===== config.mk =====
export PLATFORM = sky130hd
export DESIGN_NAME = block_diff_encoder_top
export DESIGN_NICKNAME = d
export VERILOG_FILES = /design/src/rtl/bde_pkg.sv /design/src/rtl/bde_core.sv /design/src/rtl/block_diff_encoder_top.sv
export SDC_FILE = /design/constraint.sdc
export NUM_CORES = 2
export LEC_CHECK = 0
export ABC_AREA = 0
export BUFFER_PORTS_ARGS = -buffer_cell sky130_fd_sc_hd__buf_2
export CORE_MARGIN = 3
export CORE_UTILIZATION = 45
export CTS_CLUSTER_SIZE = 24
export DETAILED_ROUTE_END_ITERATION = 8
export SYNTH_ARGS = -nofsm -noshare
export SYNTH_HDL_FRONTEND = slang
export SYNTH_HIERARCHICAL = 1
export SYNTH_SLANG_ARGS = --single-unit

===== constraint.sdc =====
create_clock -name clk_i -period 13.25 [get_ports clk_i]
set_clock_uncertainty 0.2 [all_clocks]
set_input_delay 2.65 -clock clk_i [delete_from_list [all_inputs] [get_ports clk_i]]
set_output_delay 2.65 -clock clk_i [all_outputs]
set_load 0.02 [all_outputs]

===== src/rtl/bde_pkg.sv =====
// Package for the block diff encoder: constants, payload types and result helpers.
`timescale 1ns / 1ps
`default_nettype none

package bde_pkg;

  // Widths of the block index, addresses, words and the run counter.
  localparam int IndexBits = 32;
  localparam int FromW     = 32;
  localparam int AddrW     = 33;
  localparam int WordW     = 64;
  localparam int RunW      = 17;
  localparam int WindowW   = 16;
  localparam int StartW    = 32;
  localparam int CfgDataW  = 32;
  localparam int SumW      = IndexBits + RunW;

  // Up to four results follow from one word pair.
  localparam int SlotCount = 4;
  localparam int CountW    = 3;

  localparam logic [WindowW-1:0] WindowReset = WindowW'(128);
  localparam logic [RunW-1:0]    RunMax      = {RunW{1'b1}};

  // Result kinds.
  typedef enum logic [1:0] {
    KIND_DATA   = 2'd0,
    KIND_HEADER = 2'd1,
    KIND_DONE   = 2'd2
  } kind_e;

  // Configuration register indexes.
  typedef enum logic [0:0] {
    CFG_START_BLOCK = 1'b0,
    CFG_GAP_WINDOW  = 1'b1
  } cfg_reg_e;

  typedef struct packed {
    logic [WordW-1:0] new_word;
    logic [WordW-1:0] old_word;
    logic             final_block;
  } in_t;

  typedef struct packed {
    kind_e            kind;
    logic [AddrW-1:0] address;
    logic [WordW-1:0] word_value;
    logic [AddrW-1:0] diff_length;
    logic             last_of_run;
  } out_t;

  // Results of one word pair, in order, with their number.
  typedef struct packed {
    out_t [SlotCount-1:0] res;
    logic [CountW-1:0]    count;
  } bundle_t;

  // A data or header write.
  function automatic out_t make_write(kind_e kind, logic [AddrW-1:0] addr,
                                      logic [WordW-1:0] value);
    out_t r;
    r.kind        = kind;
    r.address     = addr;
    r.word_value  = value;
    r.diff_length = '0;
    r.last_of_run = 1'b0;
    return r;
  endfunction

  // The closing word that reports the diff length.
  function automatic out_t make_done(logic [AddrW-1:0] len);
    out_t r;
    r.kind        = KIND_DONE;
    r.address     = '0;
    r.word_value  = '0;
    r.diff_length = len;
    r.last_of_run = 1'b0;
    return r;
  endfunction

  // Header word: from in the upper half, to in the lower half.
  function automatic logic [WordW-1:0] header_word(logic [IndexBits-1:0] from,
                                                   logic [IndexBits-1:0] to);
    return {FromW'(from), FromW'(to)};
  endfunction

endpackage

`default_nettype wire


===== src/rtl/bde_core.sv =====
// Segment state of the diff encoder and the results built for each accepted word pair.
`timescale 1ns / 1ps
`default_nettype none

module bde_core
  import bde_pkg::*;
(
  input  logic                 clk_i,
  input  logic                 rst_ni,
  input  logic                 accept_i,
  input  in_t                  in_data_i,
  input  logic [StartW-1:0]    start_block_i,
  input  logic [WindowW-1:0]   gap_window_i,
  output bundle_t              bundle_o
);

  logic                 range_open_q, range_open_d;
  logic                 skip_q, skip_d;
  logic [AddrW-1:0]     cursor_q, cursor_d;
  logic [AddrW-1:0]     hdr_addr_q, hdr_addr_d;
  logic [IndexBits-1:0] from_q, from_d;
  logic [RunW-1:0]      run_q, run_d;
  logic [IndexBits-1:0] index_q, index_d;

  // State as seen by this word pair: a new range starts from fresh values.
  logic                 skip_e;
  logic [AddrW-1:0]     cursor_e, hdr_addr_e;
  logic [IndexBits-1:0] from_e, idx;
  logic [RunW-1:0]      run_e, run_inc;

  // State after the compare step, before the range end is handled.
  logic                 skip_1;
  logic [AddrW-1:0]     cursor_1, hdr_addr_1;
  logic [IndexBits-1:0] from_1;
  logic [RunW-1:0]      run_1, back;
  logic [IndexBits-1:0] to_close, to_final;
  logic [AddrW-1:0]     cursor_2;
  logic                 differ;

  out_t [1:0]           first, tail;
  logic [1:0]           n1, n2;
  bundle_t              bundle;

  always_comb begin
    if (range_open_q) begin
      skip_e     = skip_q;
      cursor_e   = cursor_q;
      hdr_addr_e = hdr_addr_q;
      from_e     = from_q;
      run_e      = run_q;
      idx        = index_q;
    end else begin
      skip_e     = 1'b1;
      cursor_e   = '0;
      hdr_addr_e = '0;
      from_e     = '0;
      run_e      = '0;
      idx        = start_block_i[IndexBits-1:0];
    end
  end

  assign differ  = in_data_i.new_word != in_data_i.old_word;
  assign run_inc = (run_e == RunMax) ? run_e : run_e + RunW'(1);

  // Compare step: open a segment, extend it, or close it on a long equal run.
  always_comb begin
    skip_1     = skip_e;
    cursor_1   = cursor_e;
    hdr_addr_1 = hdr_addr_e;
    from_1     = from_e;
    run_1      = run_e;
    back       = '0;
    to_close   = '0;
    first[0]   = make_done('0);
    first[1]   = make_done('0);
    n1         = 2'd0;
    if (skip_e) begin
      if (differ) begin
        skip_1     = 1'b0;
        hdr_addr_1 = cursor_e;
        from_1     = idx;
        run_1      = '0;
        first[0]   = make_write(KIND_HEADER, cursor_e, header_word(idx, '0));
        first[1]   = make_write(KIND_DATA, cursor_e + AddrW'(1), in_data_i.new_word);
        cursor_1   = cursor_e + AddrW'(2);
        n1         = 2'd2;
      end else begin
        run_1 = run_inc;
      end
    end else begin
      run_1 = differ ? '0 : run_inc;
      if (run_1 > RunW'(gap_window_i)) begin
        back     = run_1 - RunW'(1);
        to_close = idx - IndexBits'(back);
        skip_1   = 1'b1;
        cursor_1 = cursor_e - AddrW'(back);
        first[0] = make_write(KIND_HEADER, hdr_addr_e, header_word(from_e, to_close));
      end else begin
        first[0] = make_write(KIND_DATA, cursor_e, in_data_i.new_word);
        cursor_1 = cursor_e + AddrW'(1);
      end
      n1 = 2'd1;
    end
  end

  // Range end: close an open segment and report the length.
  always_comb begin
    to_final = idx + IndexBits'(1) - IndexBits'(run_1);
    cursor_2 = cursor_1;
    tail[0]  = make_done('0);
    tail[1]  = make_done('0);
    n2       = 2'd0;
    if (in_data_i.final_block) begin
      if (!skip_1) begin
        cursor_2 = cursor_1 - AddrW'(run_1);
        tail[0]  = make_write(KIND_HEADER, hdr_addr_1, header_word(from_1, to_final));
        tail[1]  = make_done(cursor_2);
        n2       = 2'd2;
      end else begin
        tail[0] = make_done(cursor_2);
        n2      = 2'd1;
      end
    end
  end

  // Pack both groups into consecutive slots and mark the last one.
  always_comb begin
    bundle.res   = '0;
    bundle.count = CountW'(n1) + CountW'(n2);
    case (n1)
      2'd0: begin
        bundle.res[0] = tail[0];
        bundle.res[1] = tail[1];
      end
      2'd1: begin
        bundle.res[0] = first[0];
        bundle.res[1] = tail[0];
        bundle.res[2] = tail[1];
      end
      2'd2: begin
        bundle.res[0] = first[0];
        bundle.res[1] = first[1];
        bundle.res[2] = tail[0];
        bundle.res[3] = tail[1];
      end
      default: begin
        bundle.res = '0;
      end
    endcase
    for (int k = 0; k < SlotCount; k++) begin
      bundle.res[k].last_of_run = (CountW'(k + 1) == bundle.count);
    end
  end

  assign bundle_o = bundle;

  // Next state, taken only when a word pair is accepted.
  always_comb begin
    range_open_d = !in_data_i.final_block;
    skip_d       = skip_1 || in_data_i.final_block;
    cursor_d     = cursor_2;
    hdr_addr_d   = hdr_addr_1;
    from_d       = from_1;
    run_d        = run_1;
    index_d      = idx + IndexBits'(1);
  end

  always_ff @(posedge clk_i or negedge rst_ni) begin
    if (!rst_ni) begin
      range_open_q <= 1'b0;
      skip_q       <= 1'b1;
      cursor_q     <= '0;
      hdr_addr_q   <= '0;
      from_q       <= '0;
      run_q        <= '0;
      index_q      <= '0;
    end else if (accept_i) begin
      range_open_q <= range_open_d;
      skip_q       <= skip_d;
      cursor_q     <= cursor_d;
      hdr_addr_q   <= hdr_addr_d;
      from_q       <= from_d;
      run_q        <= run_d;
      index_q      <= index_d;
    end
  end

endmodule

`default_nettype wire


===== src/rtl/block_diff_encoder_top.sv =====
// Top level of the block diff encoder: configuration registers, core and result buffer.
//
//   Channel  Direction  Handshake                 Word
//   in       input      in_valid_i / in_ready_o   in_data_i (new, old, final flag)
//   out      output     out_valid_o / out_ready_i out_data_o (kind, address, value, length)
//   cfg      input      cfg_valid_i / cfg_ready_o cfg_index_i, cfg_data_i
//
// A word pair is processed in the cycle it is accepted; its results land in a
// four-slot buffer and leave one per cycle while out_ready_i is high. A pair
// gives up to four results and the input is taken while the last buffered word
// is read out, so plain data streams one pair per cycle while out_ready_i is high.
// Reset clears the segment state and the buffer; gap_window resets to 128.
`timescale 1ns / 1ps
`default_nettype none

module block_diff_encoder_top
  import bde_pkg::*;
(
  input  logic                clk_i,
  input  logic                rst_ni,
  input  logic                in_valid_i,
  output logic                in_ready_o,
  input  in_t                 in_data_i,
  output logic                out_valid_o,
  input  logic                out_ready_i,
  output out_t                out_data_o,
  input  logic                cfg_valid_i,
  output logic                cfg_ready_o,
  input  cfg_reg_e            cfg_index_i,
  input  logic [CfgDataW-1:0] cfg_data_i
);

  logic [StartW-1:0]     start_block_q;
  logic [WindowW-1:0]    gap_window_q;
  out_t [SlotCount-1:0]  slots_q;
  logic [CountW-1:0]     remain_q;
  logic                  accept, pop;
  bundle_t               bundle;

  // Configuration registers.
  assign cfg_ready_o = 1'b1;

  always_ff @(posedge clk_i or negedge rst_ni) begin
    if (!rst_ni) begin
      start_block_q <= '0;
      gap_window_q  <= WindowReset;
    end else if (cfg_valid_i) begin
      case (cfg_index_i)
        CFG_START_BLOCK: start_block_q <= cfg_data_i[StartW-1:0];
        CFG_GAP_WINDOW:  gap_window_q  <= cfg_data_i[WindowW-1:0];
        default:         start_block_q <= start_block_q;
      endcase
    end
  end

  // Handshakes: the input waits until the buffer is empty or draining its last word.
  assign out_valid_o = remain_q != '0;
  assign pop         = out_valid_o && out_ready_i;
  assign in_ready_o  = (remain_q == '0) || (remain_q == CountW'(1) && out_ready_i);
  assign accept      = in_valid_i && in_ready_o;

  bde_core u_core (
    .clk_i         (clk_i),
    .rst_ni        (rst_ni),
    .accept_i      (accept),
    .in_data_i     (in_data_i),
    .start_block_i (start_block_q),
    .gap_window_i  (gap_window_q),
    .bundle_o      (bundle)
  );

  // Result buffer: loaded whole on accept, shifted down as words leave.
  always_ff @(posedge clk_i or negedge rst_ni) begin
    if (!rst_ni) begin
      remain_q <= '0;
    end else if (accept) begin
      remain_q <= bundle.count;
    end else if (pop) begin
      remain_q <= remain_q - CountW'(1);
    end
  end

  always_ff @(posedge clk_i) begin
    if (accept) begin
      slots_q <= bundle.res;
    end else if (pop) begin
      for (int k = 0; k < SlotCount - 1; k++) begin
        slots_q[k] <= slots_q[k + 1];
      end
    end
  end

  assign out_data_o = slots_q[0];

endmodule

`default_nettype wire


==> impl_metrics.csv <==
group,metric,value,unit
route,wl_met3,13680,um
yosys,ys_types,110,
route,drc,0,
sta,clock.fmax,83.53,MHz
die,dieHeight,327.4,um
yosys,synth_area_leaders,"edfxtp_1 (34%), mux2_4 (13%), dfrtp_1 (11%), buf_4 (3.9%), xnor2_1 (3.6%)",
yosys,yosysSeqAreaShare,0.4514,
grt,grt_pass1_wl,216600,um
final_layout,layout-drive-gt1-share,0.2436,
yosys,synth-async-reset-ratio,0.2732,
route,dr_wl_met2,60040,um
yosys,yosys-top-cells-count,"edfxtp_1 (532), nor2_1 (394), mux2_4 (389)",
die,die_area,107200,um^2
final_layout,final_net_count,4531,
sta,fin_crit,11970,ps
sta,rsz0062_at_grt,"no",
yosys,yosysMostFrequentCell,"edfxtp_1",
place,post-dp-hpwl,106800,um
sta,drv_slew,0,
grt,grt_max_degree,152,
pwr,vdd_drop_max,132.1,uV
worst_setup_path,arrival,12180,ps
pwr,powerDensity,251.7,nW/um^2
cts,cts_resized,0,
yosys,ys_warn_count,6,
worst_setup_path,reg2reg_from,"u_core/range_open_q",
worst_setup_path,critPathMaxStageDelay,650,ps
yosys,ys.flop_type,"edfxtp_1",
route,firstDrtPassIters,8,
worst_setup_path,endpoint_kind,"flip-flop",
sta,setup_viol,0,
cts,htreeDepth,3,
die,start_util,0.4549,
sta,finalHoldViolCount,0,
die,row_count,117,
place,io_buffers,301,
route,vias,33460,
yosys,synth_edf_count,532,
worst_hold_path,hold_depth,2,
worst_setup_path,cpMaxStageDelayCell,"xnor2_1",
route,top_layer,"met4",
route,wl_per_cell,26.09,um
sta,period_share,0.9035,
yosys,synth-seq-cells,732,
cts,ctsHoldBuffers,0,
cts,cts-buffers-inserted,83,
cts,clk_latency,680,ps
worst_setup_path,crit_end,"slots_q[296]",
route,route.final.wire_length,149100,um
yosys,synth_cells,4211,
worst_setup_path,crit_type,"in -> reg",
grt,gr-total-overflow,0,
worst_setup_path,cp-start-kind,"input pin",
place,gp_congestion,0.9779,
yosys,syn_area,46480,um^2
sta,slew_headroom,0.1030,
pwr,leakage,20.92,nW
route,final_antenna_net_count,0,
cts,cts_tree,"built",
die,die_w,327.4,um
grt,grt_pass1_vias,31180,
yosys,synth_top_area_cell,"edfxtp_1",
grt,grt.total_usage,0.2708,
die,fp.coreArea,102200,um^2
yosys,yosys.area.top_type_share,0.3437,
worst_setup_path,r2r_cells,41,
cts,clkTransAtPathRegs,60,ps
route,drtIter0Drc,3859,
route,vias_per_cell,5.852,
die,pin_count,303,
worst_hold_path,hold_class,"reg -> reg",
cts,clockRootBuffer,"clkbuf_16",
worst_setup_path,critPathRequiredTime,13460,ps
route,met1Wirelength,71900,um
sta,hold_slack,304.7,ps
grt,grt_antenna_before_repair,3,
yosys,syn_area_per_cell,11.04,um^2
cts,post-cts-setup-buffer-count,0,
final_layout,synthToLayoutAreaGrowth,8.406,%
cts,clockBufferDepth,3,
worst_setup_path,critical_path.startpoint,"in_data_i[101]",
worst_setup_path,rrSetupSlack,2170,ps
sta,fin_tns_setup,0,ps
flow_run,cap_violations,0,
run_status,status,"finished, final reports clean",
cts,cts.sinks,732,
worst_setup_path,r2r_end,"slots_q[296]",
sta,worstMarginPinSlew,1308,ps
worst_setup_path,cp_max_fo,8,
kinds of logic (layout without fill, tap and decap cells):
family / after synthesis / after routing / synth area share
buffers and inverters: 607 / 647 / 0.07612
flip-flops: 732 / 732 / 0.4514
multiplexers: 581 / 581 / 0.1702
AO/OA/AOI/OAI: 743 / 743 / 0.1069
adder cells (fa/ha/maj): 88 / 88 / 0.02425
XOR/XNOR: 243 / 243 / 0.04611
other: 2 / 100 / 0.0001616
AND/OR/NAND/NOR: 1215 / 1215 / 0.1249
final cells by class:
type,instances,area [um^2]
fill,9376,51790
multi-input combinational,2969,22400
sequential,732,20990
clock buffer,117,2285
timing repair buffer,378,2131
tap,1368,1712
inverter,117,449.2
clock inverter,35,426.7
antenna,1,2.502
cells in the final DEF (no fill, tap or decap), types with 39 or more instances in the layout:
master	Yosys	routed
and3_1	57	57
o21ai_0	166	166
o22ai_1	55	55
ha_1	78	78
dfrtp_1	198	197
conb_1	2	99
inv_1	113	111
edfxtp_1	532	532
xor2_1	52	52
buf_2	11	300
nor3_1	52	52
nor2_1	394	393
nand4_1	58	58
a22o_1	43	43
nand2_1	326	323
xnor2_1	189	189
mux2_4	389	389
a21oi_1	161	160
buf_4	242	74
and2_1	39	39
mux2i_1	75	75
mux2_2	105	105
clkbuf_16	0	83
nand3_1	95	95
flip-flops by register name (all words and copies together) (netlist names), 17 cells and up:
name,flops
out_data_o,133
u_core/cursor_q,33
u_core/index_q,32
slots_q,399
start_block_q,32
u_core/run_q,17
u_core/hdr_addr_q,33
u_core/from_q,32
metal layers:
metal	global-route usage	vias up
met4	0.07028	0
met2	0.3666	1564
met3	0.04896	173
li1	-	15160
met1	0.4362	16560
met5	0	-
report_power, final:
part / leakage (nW) / switching (mW) / internal [mW]
clock network: 1.31 / 0.989 / 1.32
registers: 7.60 / 0.466 / 3.62
logic: 12.0 / 3.90 / 2.39
total: 20.9 / 5.36 / 7.32
worst max-delay path, delay by kind of cell:
| family | cells | cell delay [ps] |
|---|---|---|
| buffers and inverters | 5 | 660 |
| adders and majority gates | 3 | 1100 |
| xor gates and xnor gates | 4 | 1360 |
| AOI/OAI and AO/OA | 12 | 2690 |
| and+or+nand+nor | 14 | 3410 |
| muxes | 1 | 280 |
worst min path at each step:
stage                             from                 end
global route        u_core/index_q[28]  u_core/index_q[28]
floorplan           u_core/index_q[28]  u_core/index_q[28]
detailed placement  u_core/index_q[28]  u_core/index_q[28]
finish              u_core/index_q[28]  u_core/index_q[28]
CTS                 u_core/index_q[28]  u_core/index_q[28]
global placement    u_core/index_q[28]  u_core/index_q[28]
metrics by stage:
stage	util	std cells	power (mW)	setup WS, ps	instance area [um^2]
2_1_floorplan	-	4308	8.736	1109	46850
3_3_place_gp	0.4666	5564	10.19	880.4	47680
3_5_place_dp	0.4666	5564	10.27	800.8	47680
4_1_cts	0.4931	5716	12.61	1470	50390
5_1_grt	0.4932	5717	13.33	857.6	50390
6_report	0.4932	5717	12.68	1279	50390
No activity file was read; power rests on OpenSTA's default activity.
